File: src/design/mspo_pkg.sv
`default_nettype none
package mspo_pkg;

    localparam int PHASE_BITS = 24;
    localparam int CFG_DATA_BITS = 24;
    localparam int CFG_INDEX_BITS = 3;

    // register indexes on the configuration port
    localparam logic [CFG_INDEX_BITS-1:0] REG_MODE      = 3'd0;
    localparam logic [CFG_INDEX_BITS-1:0] REG_AMOUNT    = 3'd1;
    localparam logic [CFG_INDEX_BITS-1:0] REG_INCREMENT = 3'd2;
    localparam logic [CFG_INDEX_BITS-1:0] REG_NOTE      = 3'd3;
    localparam logic [CFG_INDEX_BITS-1:0] REG_SEED      = 3'd4;

    localparam logic [15:0] LFSR_TAPS = 16'hb400;
    localparam logic [6:0]  NOTE_LIMIT = 7'd107;
    localparam logic [7:0]  HALF_LEVEL = 8'd127;
    localparam logic [7:0]  PULSE_STEP = 8'd63;

    typedef enum logic [2:0] {
        MODE_TRIANGLE   = 3'd0,
        MODE_PULSE      = 3'd1,
        MODE_QUAD_SAW   = 3'd2,
        MODE_QUAD_PULSE = 3'd3,
        MODE_NOISE      = 3'd4,
        MODE_SAW        = 3'd5,
        MODE_PWM        = 3'd6,
        MODE_CSAW       = 3'd7
    } mode_t;

    typedef struct packed {
        mode_t                 mode;
        logic [6:0]            amount;
        logic [PHASE_BITS-1:0] increment;
        logic [6:0]            note;
        logic [15:0]           seed;
    } cfg_t;

    typedef struct packed {
        logic [7:0] sample;
        logic       wrapped;
    } res_t;

endpackage
`default_nettype wire

File: src/design/multi_shape_phase_oscillator.sv
`default_nettype none
// Phase-accumulator oscillator with hard sync: one 8-bit sample and a sync-out
// flag per input item. Each item is computed combinationally from the
// oscillator state and registered in a two-entry output buffer; a new item
// can be taken every cycle while in_stall is low; in_stall rises only when the
// buffer holds two items. Modes 5..7 return the sample of the previous item.
// Configuration writes take effect for the next item and should be made only
// while no item is in flight.
module multi_shape_phase_oscillator (
    input  wire logic                                clk,
    input  wire logic                                rst_n,
    input  wire logic                                cfg_write,
    input  wire logic [mspo_pkg::CFG_INDEX_BITS-1:0] cfg_index,
    input  wire logic [mspo_pkg::CFG_DATA_BITS-1:0]  cfg_data,
    input  wire logic                                in_valid,
    output logic                                     in_stall,
    input  wire logic                                sync_in,
    output logic                                     out_valid,
    input  wire logic                                out_stall,
    output logic [7:0]                               sample,
    output logic                                     wrapped
);
    import mspo_pkg::*;

    cfg_t cfg;
    res_t res;
    res_t out_res;
    logic accept;
    logic full;

    assign in_stall = full;
    assign accept   = in_valid && !full;

    mspo_cfg u_cfg (
        .clk       (clk),
        .rst_n     (rst_n),
        .cfg_write (cfg_write),
        .cfg_index (cfg_index),
        .cfg_data  (cfg_data),
        .cfg       (cfg)
    );

    mspo_core u_core (
        .clk     (clk),
        .rst_n   (rst_n),
        .accept  (accept),
        .sync_in (sync_in),
        .cfg     (cfg),
        .res     (res)
    );

    mspo_out u_out (
        .clk       (clk),
        .rst_n     (rst_n),
        .load      (accept),
        .res       (res),
        .full      (full),
        .out_valid (out_valid),
        .out_stall (out_stall),
        .out_res   (out_res)
    );

    assign sample  = out_res.sample;
    assign wrapped = out_res.wrapped;

endmodule
`default_nettype wire

File: src/design/mspo_cfg.sv
`default_nettype none
module mspo_cfg (
    input  wire logic                                clk,
    input  wire logic                                rst_n,
    input  wire logic                                cfg_write,
    input  wire logic [mspo_pkg::CFG_INDEX_BITS-1:0] cfg_index,
    input  wire logic [mspo_pkg::CFG_DATA_BITS-1:0]  cfg_data,
    output mspo_pkg::cfg_t                           cfg
);
    import mspo_pkg::*;

    cfg_t cfg_reg;
    cfg_t cfg_next;

    always_comb
    begin
        cfg_next = cfg_reg;
        if (cfg_write)
        begin
            case (cfg_index)
                REG_MODE:      cfg_next.mode = mode_t'(cfg_data[2:0]);
                REG_AMOUNT:    cfg_next.amount = cfg_data[6:0];
                REG_INCREMENT: cfg_next.increment = cfg_data[PHASE_BITS-1:0];
                REG_NOTE:      cfg_next.note = cfg_data[6:0];
                REG_SEED:      cfg_next.seed = cfg_data[15:0];
                default:       cfg_next = cfg_reg;
            endcase
        end
    end

    always_ff @(posedge clk or negedge rst_n)
    begin
        if (!rst_n)
        begin
            cfg_reg.mode      <= MODE_TRIANGLE;
            cfg_reg.amount    <= '0;
            cfg_reg.increment <= '0;
            cfg_reg.note      <= '0;
            cfg_reg.seed      <= 16'd1;
        end
        else
        begin
            cfg_reg <= cfg_next;
        end
    end

    assign cfg = cfg_reg;

endmodule
`default_nettype wire

File: src/design/mspo_core.sv
`default_nettype none
module mspo_core (
    input  wire logic     clk,
    input  wire logic     rst_n,
    input  wire logic     accept,
    input  wire logic     sync_in,
    input  mspo_pkg::cfg_t cfg,
    output mspo_pkg::res_t res
);
    import mspo_pkg::*;

    logic [PHASE_BITS-1:0] phase_reg, phase_next;
    logic [15:0]           det_reg [3];
    logic [15:0]           det_next [3];
    logic [15:0]           lfsr_reg, lfsr_next;
    logic [7:0]            lp_reg, lp_next;
    logic [7:0]            delayed_reg, delayed_next;

    logic [PHASE_BITS-1:0] adv_phase;
    logic                  adv_sync;
    logic [15:0]           top16;
    logic [7:0]            top8;
    logic [7:0]            pw;
    logic [7:0]            amt2;
    logic [7:0]            ramp;
    logic [7:0]            tri_v;
    logic [15:0]           base;
    logic [22:0]           spread_prod;
    logic [15:0]           spread;
    logic [15:0]           step [3];
    logic [15:0]           det_new [3];
    logic [7:0]            quad_saw;
    logic [7:0]            quad_pulse;
    logic [7:0]            k;
    logic [15:0]           lfsr_fixed;
    logic [15:0]           lfsr_loaded;
    logic [15:0]           lfsr_shifted;
    logic [7:0]            n;
    logic [15:0]           lp_sum;
    logic [7:0]            lp_new;
    logic [7:0]            noise_v;
    logic [7:0]            naive_next;
    logic [7:0]            sample_v;
    logic                  sync_v;

    // phase update and wrap flag
    always_comb
    begin
        if (sync_in)
        begin
            adv_phase = cfg.increment;
        end
        else
        begin
            adv_phase = phase_reg + cfg.increment;
        end
        adv_sync = sync_in || (adv_phase <= cfg.increment);
        top16 = adv_phase[PHASE_BITS-1 -: 16];
        top8  = adv_phase[PHASE_BITS-1 -: 8];
    end

    assign pw   = HALF_LEVEL + {1'b0, cfg.amount};
    assign amt2 = {cfg.amount, 1'b0};

    // folded triangle
    always_comb
    begin
        ramp = top16[14:7];
        if (top16[15])
        begin
            tri_v = ramp;
        end
        else
        begin
            tri_v = ~ramp;
        end
        if (tri_v < {1'b0, cfg.amount})
        begin
            tri_v = amt2 - tri_v;
        end
    end

    // detuned voices
    always_comb
    begin
        base        = cfg.increment[PHASE_BITS-1 -: 16];
        spread_prod = base * {16'd0, cfg.amount};
        spread      = {6'd0, spread_prod[22:13]} + 16'd1;
        step[0]     = base + spread;
        step[1]     = step[0] + spread;
        step[2]     = step[1] + spread;
        for (int i = 0; i < 3; i++)
        begin
            det_new[i] = det_reg[i] + step[i];
        end
        quad_saw = {2'b00, top16[15:10]} + {2'b00, det_new[0][15:10]}
                 + {2'b00, det_new[1][15:10]} + {2'b00, det_new[2][15:10]};
        quad_pulse = (top16 < {pw, 8'h00}) ? 8'd0 : PULSE_STEP;
        for (int i = 0; i < 3; i++)
        begin
            if (det_new[i][15:8] >= pw)
            begin
                quad_pulse = quad_pulse + PULSE_STEP;
            end
        end
    end

    // filtered noise
    always_comb
    begin
        k = {cfg.amount[5:0], 2'b00};
        if (k <= 8'd4)
        begin
            k = 8'd4;
        end
        lfsr_fixed  = (lfsr_reg == 16'd0) ? 16'd1 : lfsr_reg;
        lfsr_loaded = sync_in ? cfg.seed : lfsr_fixed;
        lfsr_shifted = {1'b0, lfsr_loaded[15:1]} ^ (lfsr_loaded[0] ? LFSR_TAPS : 16'd0);
        n = lfsr_shifted[15:8];
        lp_sum = 16'(lp_reg) * 16'(8'd255 - k) + 16'(n) * 16'(k);
        lp_new = lp_sum[15:8];
        if (cfg.amount[6])
        begin
            noise_v = lp_new + HALF_LEVEL - n;
        end
        else
        begin
            noise_v = lp_new + amt2;
        end
    end

    // naive shapes, stored for output on the following item
    always_comb
    begin
        if (cfg.note > NOTE_LIMIT)
        begin
            naive_next = top8;
        end
        else
        begin
            case (cfg.mode)
                MODE_SAW:
                    naive_next = (top8 >= HALF_LEVEL) ? top8 - {1'b0, cfg.amount} : top8;
                MODE_PWM:
                    naive_next = (top8 >= pw) ? 8'hff : 8'h00;
                default:
                    naive_next = (top8 >= {1'b0, cfg.amount}) ? top8 : 8'h00;
            endcase
        end
    end

    // result select and state update
    always_comb
    begin
        phase_next   = phase_reg;
        lfsr_next    = lfsr_reg;
        lp_next      = lp_reg;
        delayed_next = delayed_reg;
        for (int i = 0; i < 3; i++)
        begin
            det_next[i] = det_reg[i];
        end
        sync_v = adv_sync;
        case (cfg.mode)
            MODE_TRIANGLE:
                sample_v = tri_v;
            MODE_PULSE:
                sample_v = (top8 < pw) ? 8'h00 : 8'hff;
            MODE_QUAD_SAW,
            MODE_QUAD_PULSE:
            begin
                sample_v = (cfg.mode == MODE_QUAD_SAW) ? quad_saw : quad_pulse;
                for (int i = 0; i < 3; i++)
                begin
                    det_next[i] = det_new[i];
                end
            end
            MODE_NOISE:
            begin
                sample_v  = noise_v;
                sync_v    = 1'b0;
                lfsr_next = lfsr_shifted;
                lp_next   = lp_new;
            end
            default:
            begin
                sample_v     = delayed_reg;
                delayed_next = naive_next;
            end
        endcase
        if (cfg.mode != MODE_NOISE)
        begin
            phase_next = adv_phase;
        end
    end

    always_ff @(posedge clk or negedge rst_n)
    begin
        if (!rst_n)
        begin
            phase_reg   <= '0;
            lfsr_reg    <= 16'd1;
            lp_reg      <= '0;
            delayed_reg <= '0;
            for (int i = 0; i < 3; i++)
            begin
                det_reg[i] <= '0;
            end
        end
        else if (accept)
        begin
            phase_reg   <= phase_next;
            lfsr_reg    <= lfsr_next;
            lp_reg      <= lp_next;
            delayed_reg <= delayed_next;
            for (int i = 0; i < 3; i++)
            begin
                det_reg[i] <= det_next[i];
            end
        end
    end

    assign res.sample  = sample_v;
    assign res.wrapped = sync_v;

endmodule
`default_nettype wire

File: src/design/mspo_out.sv
`default_nettype none
module mspo_out (
    input  wire logic     clk,
    input  wire logic     rst_n,
    input  wire logic     load,
    input  mspo_pkg::res_t res,
    output logic          full,
    output logic          out_valid,
    input  wire logic     out_stall,
    output mspo_pkg::res_t out_res
);
    import mspo_pkg::*;

    res_t out_reg;
    res_t skid_reg;
    logic out_valid_reg, out_valid_next;
    logic skid_valid_reg, skid_valid_next;
    logic take;

    assign take = out_valid_reg && !out_stall;

    always_comb
    begin
        out_valid_next  = out_valid_reg;
        skid_valid_next = skid_valid_reg;
        if (!out_valid_reg || take)
        begin
            if (skid_valid_reg)
            begin
                out_valid_next  = 1'b1;
                skid_valid_next = 1'b0;
            end
            else
            begin
                out_valid_next = load;
            end
        end
        else if (load)
        begin
            skid_valid_next = 1'b1;
        end
    end

    always_ff @(posedge clk or negedge rst_n)
    begin
        if (!rst_n)
        begin
            out_valid_reg  <= 1'b0;
            skid_valid_reg <= 1'b0;
        end
        else
        begin
            out_valid_reg  <= out_valid_next;
            skid_valid_reg <= skid_valid_next;
        end
    end

    // payload: output stage refills from the skid item first
    always_ff @(posedge clk)
    begin
        if (!out_valid_reg || take)
        begin
            if (skid_valid_reg)
            begin
                out_reg <= skid_reg;
            end
            else if (load)
            begin
                out_reg <= res;
            end
        end
        else if (load)
        begin
            skid_reg <= res;
        end
    end

    assign full      = skid_valid_reg;
    assign out_valid = out_valid_reg;
    assign out_res   = out_reg;

endmodule
`default_nettype wire
File: config.mk
export PLATFORM = sky130hd
export DESIGN_NAME = multi_shape_phase_oscillator
export DESIGN_NICKNAME = d
export VERILOG_FILES = /design/src/design/mspo_pkg.sv /design/src/design/multi_shape_phase_oscillator.sv /design/src/design/mspo_cfg.sv /design/src/design/mspo_core.sv /design/src/design/mspo_out.sv
export SDC_FILE = /design/constraint.sdc
export NUM_CORES = 1
export LEC_CHECK = 0
export BUFFER_PORTS_ARGS = -buffer_cell sky130_fd_sc_hd__buf_2
export CAP_MARGIN = 20
export CORE_ASPECT_RATIO = 1.5
export CORE_MARGIN = 2
export CORE_UTILIZATION = 60
export CTS_CLUSTER_DIAMETER = 30
export DETAILED_ROUTE_END_ITERATION = 10
export HOLD_SLACK_MARGIN = 0.15
export PLACE_DENSITY = 0.82
export SETUP_SLACK_MARGIN = 0.5
export SLEW_MARGIN = 20
export SYNTH_ARGS = -nofsm -noshare
export SYNTH_HDL_FRONTEND = slang
export SYNTH_SLANG_ARGS = --single-unit
File: constraint.sdc
create_clock -name clk -period 22.8 [get_ports clk]
set_input_delay 2.28 -clock clk [delete_from_list [all_inputs] [get_ports clk]]
set_output_delay 2.28 -clock clk [all_outputs]
set_load 0.02 [all_outputs]
==> run_results.csv, run 1 <==
group,metric,value,unit
clock_network,hold_buffers,0,
global_routing,grt_pass1_wl,102600,µm
clock_network,clock_sinks,179,
final_layout,multi_input_area,16550,µm²
run_status,run_status,"completed",
global_routing,grt_max_degree,90,
run,cap_violations,0,
clock_network,post_cts_buffers,0,
detailed_routing,drc_errors,0,
synthesis,ys_seq_elements,179,
place,gp_congestion,0.9587,
synthesis,yosysWarnings,0,
synthesis,async_flop_share,0.8994,
synthesis,postSynthAreaPerCell,8.970,µm²
timing,hold_viol_final,0,
clock_network,clk_path_buf_depth,2,
setup_path,cp_max_fo,20,
place,hpwl,49730,µm
clock_network,clk_pin_slew,0.08,ns
clock_network,clock_latency,0.49,ns
setup_path,endpoint_kind,"register",
synthesis,synth.area.top_cells,"dfrtp_1 18%, ha_1 17%, fa_1 16%",
final_layout,syn_to_final_growth,6.080,%
clock_network,cts_resized,0,
detailed_routing,via_count,18815,
synthesis,ys_types,92,
min_path,whs_path_depth,2,
setup_path,critical_path_required,23.03,ns
synthesis,synthesis.area,22390,µm²
floorplanning,die_w,161.7,µm
final_layout,finalNonFillerCells,3011,
timing,worst_clock_skew,0.01961,ns
floorplanning,die_h,240.6,µm
global_routing,use_met2,0.6147,
clock_network,cts_buffers,17,
detailed_routing,vias_per_cell,6.249,
final_layout,seqCellArea,4572,µm²
detailed_routing,postRouteWirelength,63420,µm
min_path,hold_path.class,"register to register",
clock_network,h-tree-depth,4,
clock_network,tritoncts,"yes",
global_routing,grt_pass1_vias,20024,
setup_path,cp.depth,51,
timing,setup_tns,0,ns
floorplanning,coreArea,36800,µm²
synthesis,synth_edf_count,18,
final_layout,largest_reg_flops,55,
global_routing,use_met3,0.03695,
final_layout,final_core_util,0.6454,
floorplanning,io_pins,44,
place,io_buffers,43,
timing,tightest_slew,0.9770,ns
synthesis,syn_nets,3011,
place,placed_cells,2978,
final_layout,antennaDiodeCount,0,
detailed_routing,avgRoutedWirePerCell,21.06,µm
timing,rsz0062_at_grt,"false",
synthesis,ys.flop_type,"dfrtp_1",
setup_path,rr_worst_depth,51,
setup_path,critPathBufInv,7,
setup_path,path_delay_family,"compound AO/OA/AOI/OAI gates",
clock_network,cts_root_buffer,"clkbuf_16",
global_routing,grtUsageTotal,0.3367,
synthesis,yosysTopAreaCell,"dfrtp_1",
timing,timing.final.crit_share,0.6396,
detailed_routing,drtPass1Iterations,5,
final_layout,final_nets,3029,
detailed_routing,drt_iter0_drc,1345,
setup_path,cp-start-kind,"register",
final_layout,drive_above_1_share,0.08389,
global_routing,use_met1,0.3673,
timing,timing.hold.ws,0.4842,ns
synthesis,synth.yosys.seq_area_share,0.2042,
detailed_routing,ant_nets,0,
setup_path,slowest_stage,"clkinv_1",
global_routing,grt-busiest-layer,"met2",
timing,fin_crit,14.58,ns
floorplanning,die-area,38910,µm²
global_routing,grt_overflow_total,0,
setup_path,criticalPathCategory,"register to register",
setup_path,arrival,14.82,ns
synthesis,synthCells,2496,
timing,fmax,68.57,MHz
timing,slew_headroom,0.3463,
synthesis,netlist.area_leader.share,0.1777,
timing,slew_viol_final,0,
floorplanning,start_util,0.6084,
global_routing,antenna_found_initial,0,
setup_path,max_stage_delay,0.78,ns
floorplanning,rows,86,
final_layout,num-fill-cells,2959,
timing,finalSetupViolations,0,
==> cell type report <==
cell class | instances | share of cell area
multi-input combinational | 1980 | 0.6968
sequential | 179 | 0.1925
inverter | 269 | 0.04251
tap | 484 | 0.02550
clock buffer | 17 | 0.01791
timing repair buffer | 67 | 0.01691
clock inverter | 15 | 0.007849
==> layer usage <==
layer | part of all wire | up-vias
li1 | - | 8606
met1 | 0.36 | 9187
met2 | 0.51 | 744
met3 | 0.051 | 278
met4 | 0.076 | 0
met5 | 0 | -
==> kinds of logic after synthesis <==
group                      after synthesis  share of synthesized area
AOI/OAI and AO/OA                      533                     0.1526
xor gates and xnor gates               159                    0.06281
adders and majority gates              482                     0.3287
buffers and inverters                  337                    0.05705
DFF                                    179                     0.2042
muxes                                   95                    0.04728
and+or+nand+nor                        711                     0.1474
==> cells in the mapped netlist, types with 19 or more instances <==
cell,number
fa_1,177
clkbuf_1,52
a21o_1,60
and2_1,23
nand2b_1,31
nand3_1,49
nand4_1,19
nand2_1,251
nor2_1,193
o21ai_0,169
a21oi_1,122
xor2_1,53
nor2b_1,46
ha_1,305
mux2_2,76
nor3_1,38
dfrtp_1,159
xnor2_1,105
inv_1,254
==> tightest hold or removal path, cell delays in order, from the launching register on <==
cell     delay [ns]
dfstp_2        0.37
nand2_1        0.04
o21ai_0        0.07
==> worst paths after layout <==
kind	startpoint	to	slack, ns
worst min register to register	u_core.lfsr_reg[0]	u_core.lfsr_reg[0]	0.48
worst max-delay path	u_cfg.cfg[53]	u_out.out_res[1]	8.22
worst max register to register	u_cfg.cfg[53]	u_out.out_res[1]	8.22
max in group asynchronous	rst_n	u_core.lfsr_reg[5]	19.40
worst min-delay path	u_core.lfsr_reg[0]	u_core.lfsr_reg[0]	0.48
min in group asynchronous	rst_n	u_core.det_reg[17]	1.90
==> cell usage in the layout (no fill, tap or decap), drive strengths merged, types with 8 or more instances in the layout <==
master / synthesis / final
xor2: 53 / 53
edfxtp: 18 / 18
clkinv: 14 / 19
fa: 177 / 177
nand3: 50 / 50
o211ai: 12 / 12
nand2: 251 / 251
clkbuf: 52 / 17
ha: 305 / 305
a21oi: 122 / 122
nor2: 193 / 193
a31oi: 8 / 8
xnor2: 105 / 105
a21o: 61 / 61
and3: 16 / 16
nor3: 39 / 39
o21bai: 18 / 18
and2: 23 / 23
a211oi: 19 / 19
nor2b: 46 / 46
mux2: 76 / 76
a21boi: 8 / 8
o21ai: 180 / 180
nand2b: 31 / 31
o21a: 17 / 17
or2: 10 / 10
dfrtp: 159 / 159
mux2i: 19 / 19
nand4: 19 / 19
buf: 16 / 67
inv: 255 / 263
==> per-stage QoR <==
stage          instance area [µm²]  worst slack, ns
3_3_place_gp                 23130            8.925
2_1_floorplan                22390            10.62
5_1_grt                      23750            7.119
3_5_place_dp                 23130            8.523
6_report                     23750            8.217
4_1_cts                      23740            8.397
Power of run 1 is left out: the tool's default activity adds up to more than one toggle a clock period on the data nets, which glitch-free logic cannot reach.
==> run 2: changes to the inputs <==
- CORE_UTILIZATION: 60 -> 59
- PLACE_DENSITY: 0.82 -> 0.84
- clock period: 22.8 -> 12.4 ns (I/O delays scaled with it)
==> run_results.csv, run 2 (synthesis gave the netlist of run 1 again) <==
group,metric,value,unit
run_status,run_status,"completed",
final_layout,syn_to_final_growth,13.87,%
timing,timing.hold.ws,0.4987,ns
timing,slew_headroom,0.3241,
final_layout,antennaDiodeCount,0,
clock_network,cts_buffers,17,
timing,worst_clock_skew,0.02510,ns
setup_path,regToRegSetupSlack,0.06,ns
setup_path,cp.depth,50,
global_routing,antenna_found_initial,1,
floorplanning,coreArea,37550,µm²
final_layout,drive_above_1_share,0.1732,
setup_path,criticalPathCategory,"register to register",
floorplanning,die-area,39560,µm²
setup_path,critical_path_required,12.64,ns
floorplanning,rows,87,
final_layout,num-fill-cells,2700,
floorplanning,die_h,242.6,µm
setup_path,reg2reg_from,"u_cfg.cfg[49]",
final_layout,final_cell_mix,"288 x ha_1, 246 x nand2_1, 243 x inv_1, 178 x nor2_1, 177 x fa_1",
setup_path,arrival,12.57,ns
detailed_routing,dr_wl_met2,34170,µm
setup_path,rr_worst_depth,50,
detailed_routing,via_count,20013,
detailed_routing,vias_per_cell,6.400,
clock_network,clk_path_buf_depth,2,
timing,rsz0062_at_grt,"true",
final_layout,final_common_cell,"ha_1",
setup_path,max_stage_delay,0.51,ns
detailed_routing,avgRoutedWirePerCell,21.88,µm
floorplanning,start_util,0.5962,
timing,timing.final.crit_share,0.9949,
timing,fmax,81.06,MHz
setup_path,slowest_stage,"fa_1",
final_layout,final_nets,3140,
detailed_routing,postRouteWirelength,68410,µm
setup_path,critPathBufInv,5,
final_layout,largest_reg_flops,55,
clock_network,clock_sinks,179,
detailed_routing,top_layer,"met5",
timing,finalSetupViolations,0,
floorplanning,die_w,163.1,µm
run,cap_violations,0,
clock_network,h-tree-depth,4,
detailed_routing,drt_iter0_drc,1916,
place,io_buffers,43,
floorplanning,io_pins,44,
timing,fin_crit,12.34,ns
detailed_routing,wl_met3,4841,µm
detailed_routing,drc_errors,0,
setup_path,endpoint_kind,"register",
detailed_routing,wl_met1,23710,µm
setup_path,setup.worst_path.end,"u_out.out_res[1]",
clock_network,clock_latency,0.49,ns
clock_network,clk_pin_slew,0.10,ns
clock_network,cts_root_buffer,"clkbuf_16",
place,dp_slack,-0.1864,ns
global_routing,grt_overflow_total,0,
detailed_routing,ant_nets,0,
detailed_routing,drtPass1Iterations,7,
timing,hold_viol_final,0,
setup_path,r2r-end,"u_out.out_res[1]",
place,hpwl,49150,µm
setup_path,path_delay_family,"compound AO/OA/AOI/OAI gates",
place,gp_congestion,0.9632,
clock_network,tritoncts,"yes",
global_routing,grt_pass1_vias,20400,
timing,slew_viol_final,0,
setup_path,cp_max_fo,5,
min_path,hold_path.class,"register to register",
setup_path,cp-start-kind,"register",
global_routing,grt_max_degree,94,
global_routing,grt_pass1_wl,103600,µm
global_routing,grtUsageTotal,0.3344,
timing,setup_ws,0.06333,ns
timing,tightest_slew,0.9857,ns
setup_path,crit_start,"u_cfg.cfg[49]",
[run 2: cell types whose count changed in the layout (fill, tap and decap cells not counted), moves of 11 or more]
| cell | before | now |
|---|---|---|
| a21oi_1 | 122 | 107 |
| a21oi_2 | 0 | 13 |
| buf_4 | 24 | 124 |
| ha_1 | 305 | 288 |
| ha_4 | 0 | 12 |
| inv_1 | 254 | 243 |
| nor2_1 | 192 | 178 |
| xnor2_1 | 105 | 92 |
| xnor2_2 | 0 | 12 |
[run 2: layout make-up]
class / instances / area [µm²] / share of cell area
Clock buffer: 18 / 439.2 / 0.01723
Clock inverter: 14 / 180.2 / 0.007067
Inverter: 269 / 1035 / 0.04058
Multi-Input combinational cell: 1980 / 17370 / 0.6813
Sequential cell: 179 / 4577 / 0.1795
Tap cell: 489 / 611.8 / 0.02400
Timing Repair Buffer: 177 / 1275 / 0.05001
Timing Repair inverter: 1 / 7.507 / 0.0002944
[run 2: routing by layer]
| layer | vias up | GRT usage |
|---|---|---|
| met3 | 402 | 0.05844 |
| met5 | - | 0 |
| met1 | 9729 | 0.3634 |
| li1 | 8816 | - |
| met4 | 2 | 0.2220 |
| met2 | 1064 | 0.5900 |
[run 2: per-stage QoR]
step           setup TNS [ns]  instances  utilization  area (µm²)
2_1_floorplan               0       2496            -       22410
3_3_place_gp                0       3034       0.6267       23530
3_5_place_dp          -0.9770       3034       0.6267       23530
4_1_cts                     0       3085       0.6534       24540
5_1_grt                -2.279       3127       0.6789       25500
6_report                    0       3127       0.6789       25500
[run 2: how the worst min path moves through the flow]
stage	start	end	slack, ns	cells after the start
after floorplan	u_core.det_reg[0]	u_core.det_reg[0]	0.44	1
final	u_core.phase_reg[15]	u_core.phase_reg[15]	0.50	2
after CTS	u_core.phase_reg[17]	u_core.phase_reg[17]	0.50	2
after global routing	u_core.det_reg[31]	u_core.det_reg[31]	0.52	1
after detailed placement	u_core.det_reg[15]	u_core.det_reg[15]	0.48	1
after global placement	u_core.det_reg[0]	u_core.det_reg[0]	0.45	1
[run 2: timing repair]
item | 4_1_cts | 5_1_grt
pin swaps | 22 | 86
cloned | 1 | 1
buffers inserted | 18 | 39
endpoints found under the setup margin | 16 | 16
gates resized for setup | 61 | 123
hold buffers | 0 | 0
[run 2: worst reg2reg max path: cells and delay by family (launching register included)]
family	cells	cell delay, ns
fa+ha+maj	10	3.51
buf+inv	5	0.56
simple gates	9	2.13
compound gates	18	3.83
flops	1	0.41
xor+xnor	7	1.39
mux	1	0.26
Power of run 2 is left out for the same reason.
==> run 3: changes to the inputs <==
- CELL_PAD_IN_SITES_DETAIL_PLACEMENT: not set -> 1
- CELL_PAD_IN_SITES_GLOBAL_PLACEMENT: not set -> 2
- CORE_UTILIZATION: 59 -> 38
==> run_results.csv, run 3 (synthesis gave the netlist of run 1 again) <==
group,metric,value,unit
detailed_routing,drc_errors,0,
clock_network,cts_buffers,17,
floorplanning,coreArea,58640,µm²
final_layout,antennaDiodeCount,0,
setup_path,cp-start-kind,"register",
timing,finalSetupViolations,0,
place,placed_area,24130,µm²
setup_path,regToRegSetupSlack,0.55,ns
place,hpwl,59540,µm
detailed_routing,ant_nets,0,
clock_network,clock_sinks,179,
setup_path,slowest_stage,"fa_2",
timing,rsz0062_at_grt,"true",
setup_path,r2r-end,"u_out.out_res[1]",
clock_network,clk_path_buf_depth,2,
detailed_routing,avgRoutedWirePerCell,22.14,µm
clock_network,clk_pin_slew,0.09,ns
min_path,hold_path.class,"register to register",
global_routing,grtUsageTotal,0.2534,
setup_path,arrival,12.10,ns
final_layout,num-fill-cells,6773,
floorplanning,io_pins,44,
timing,setup_tns,0,ns
run,cap_violations,0,
min_path,whs_path_depth,1,
clock_network,h-tree-depth,4,
final_layout,final_area,26070,µm²
floorplanning,start_util,0.3818,
detailed_routing,drtPass1Iterations,4,
clock_network,clock_latency,0.49,ns
timing,slew_headroom,0.1789,
global_routing,grt_pass1_vias,21878,
timing,worst_clock_skew,0.01832,ns
floorplanning,die_w,202.2,µm
global_routing,grt_max_degree,73,
place,gp_congestion,0.8870,
detailed_routing,vias_per_cell,5.582,
floorplanning,die_h,301.3,µm
setup_path,cp_common_cell,"ha_1",
place,placed_cells,3353,
setup_path,endpoint_kind,"register",
detailed_routing,postRouteWirelength,76210,µm
setup_path,rr_worst_depth,49,
final_layout,largest_reg_flops,55,
timing,fmax,84.42,MHz
detailed_routing,via_count,19214,
setup_path,cp_max_fo,7,
global_routing,antenna_found_initial,0,
final_layout,syn_to_final_growth,16.45,%
final_layout,final_nets,3167,
setup_path,crit_start,"u_cfg.cfg[34]",
clock_network,cts_root_buffer,"clkbuf_16",
timing,fin_crit,11.85,ns
place,io_buffers,43,
timing,tightest_slew,1.223,ns
floorplanning,die-area,60920,µm²
detailed_routing,drt_iter0_drc,847,
final_layout,final_cell_mix,"285 x ha_1, 246 x nand2_1, 245 x inv_1, 172 x fa_1, 169 x nor2_1",
setup_path,max_stage_delay,0.50,ns
timing,timing.hold.ws,0.4795,ns
global_routing,grt_pass1_wl,119400,µm
final_layout,finalNonFillerCells,3442,
setup_path,critical_path_required,12.65,ns
floorplanning,rows,109,
global_routing,grt_overflow_total,0,
setup_path,reg2reg_from,"u_cfg.cfg[34]",
timing,hold_viol_final,0,
timing,timing.final.crit_share,0.9553,
run_status,run_status,"completed",
clock_network,tritoncts,"yes",
final_layout,final_common_cell,"ha_1",
setup_path,setup.worst_path.end,"u_out.out_res[1]",
final_layout,drive_above_1_share,0.1884,
timing,slew_viol_final,0,
setup_path,criticalPathCategory,"register to register",
[run 3: changes by cell type in the layout (fill, tap and decap cells not counted), sizes merged]
| cell | change |
|---|---|
| buf | +27 |
| clkinv | -6 |
| inv | +4 |
| bufinv | +1 |
| clkinvlp | +1 |
[run 3: layout make-up]
cell class / count / area [µm²] / share of cell area
Inverter: 269 / 1033 / 0.03964
Sequential cell: 179 / 4574 / 0.1754
Timing Repair inverter: 1 / 7.507 / 0.0002879
Timing Repair Buffer: 204 / 1474 / 0.05653
Clock buffer: 18 / 429.2 / 0.01646
Tap cell: 777 / 972.2 / 0.03729
Multi-Input combinational cell: 1980 / 17400 / 0.6675
Clock inverter: 14 / 177.7 / 0.006814
[run 3: worst max-delay path: cells and delay by family, from the launching register on]
| family | cells | cell delay [ns] |
|---|---|---|
| fa+ha+maj | 10 | 3.45 |
| compound gates | 15 | 3.20 |
| simple gates | 9 | 2.04 |
| xor+xnor | 7 | 1.41 |
| buf+inv | 7 | 0.83 |
| flops | 1 | 0.40 |
| mux | 1 | 0.26 |
[run 3: timing repair]
| action | 4_1_cts | 5_1_grt |
|---|---|---|
| resized for setup | 68 | 130 |
| setup buffers | 18 | 36 |
| setup endpoints to repair | 16 | 16 |
| pin swaps | 22 | 94 |
| hold buffers | 0 | 0 |
| cloned | 1 | 1 |
[run 3: worst min path at each step]
| stage | from | to |
|---|---|---|
| 2_1_floorplan | u_core.det_reg[0] | u_core.det_reg[0] |
| 3_3_place_gp | u_core.det_reg[0] | u_core.det_reg[0] |
| 3_5_place_dp | u_core.det_reg[0] | u_core.det_reg[0] |
| 4_1_cts | u_core.det_reg[0] | u_core.det_reg[0] |
| 5_1_grt | u_core.det_reg[0] | u_core.det_reg[0] |
| 6_report | u_core.det_reg[0] | u_core.det_reg[0] |
[run 3: per-stage QoR]
stage          setup WS (ns)    util
6_report              0.5542  0.4446
2_1_floorplan         0.5332       -
5_1_grt              0.01889  0.4446
3_3_place_gp         0.05896  0.4115
4_1_cts               0.4758  0.4293
3_5_place_dp         -0.2664  0.4115
[run 3: routing by layer]
layer | routed length (µm) | GRT usage | part of all wire | vias up
met1 | 28850 | 0.2679 | 0.38 | 9914
met2 | 42560 | 0.5052 | 0.56 | 290
met3 | 1625 | 0.02226 | 0.021 | 157
met5 | 0 | 0 | 0 | -
li1 | - | - | - | 8853
met4 | 3175 | 0.1088 | 0.042 | 0
Power of run 3 is left out for the same reason.
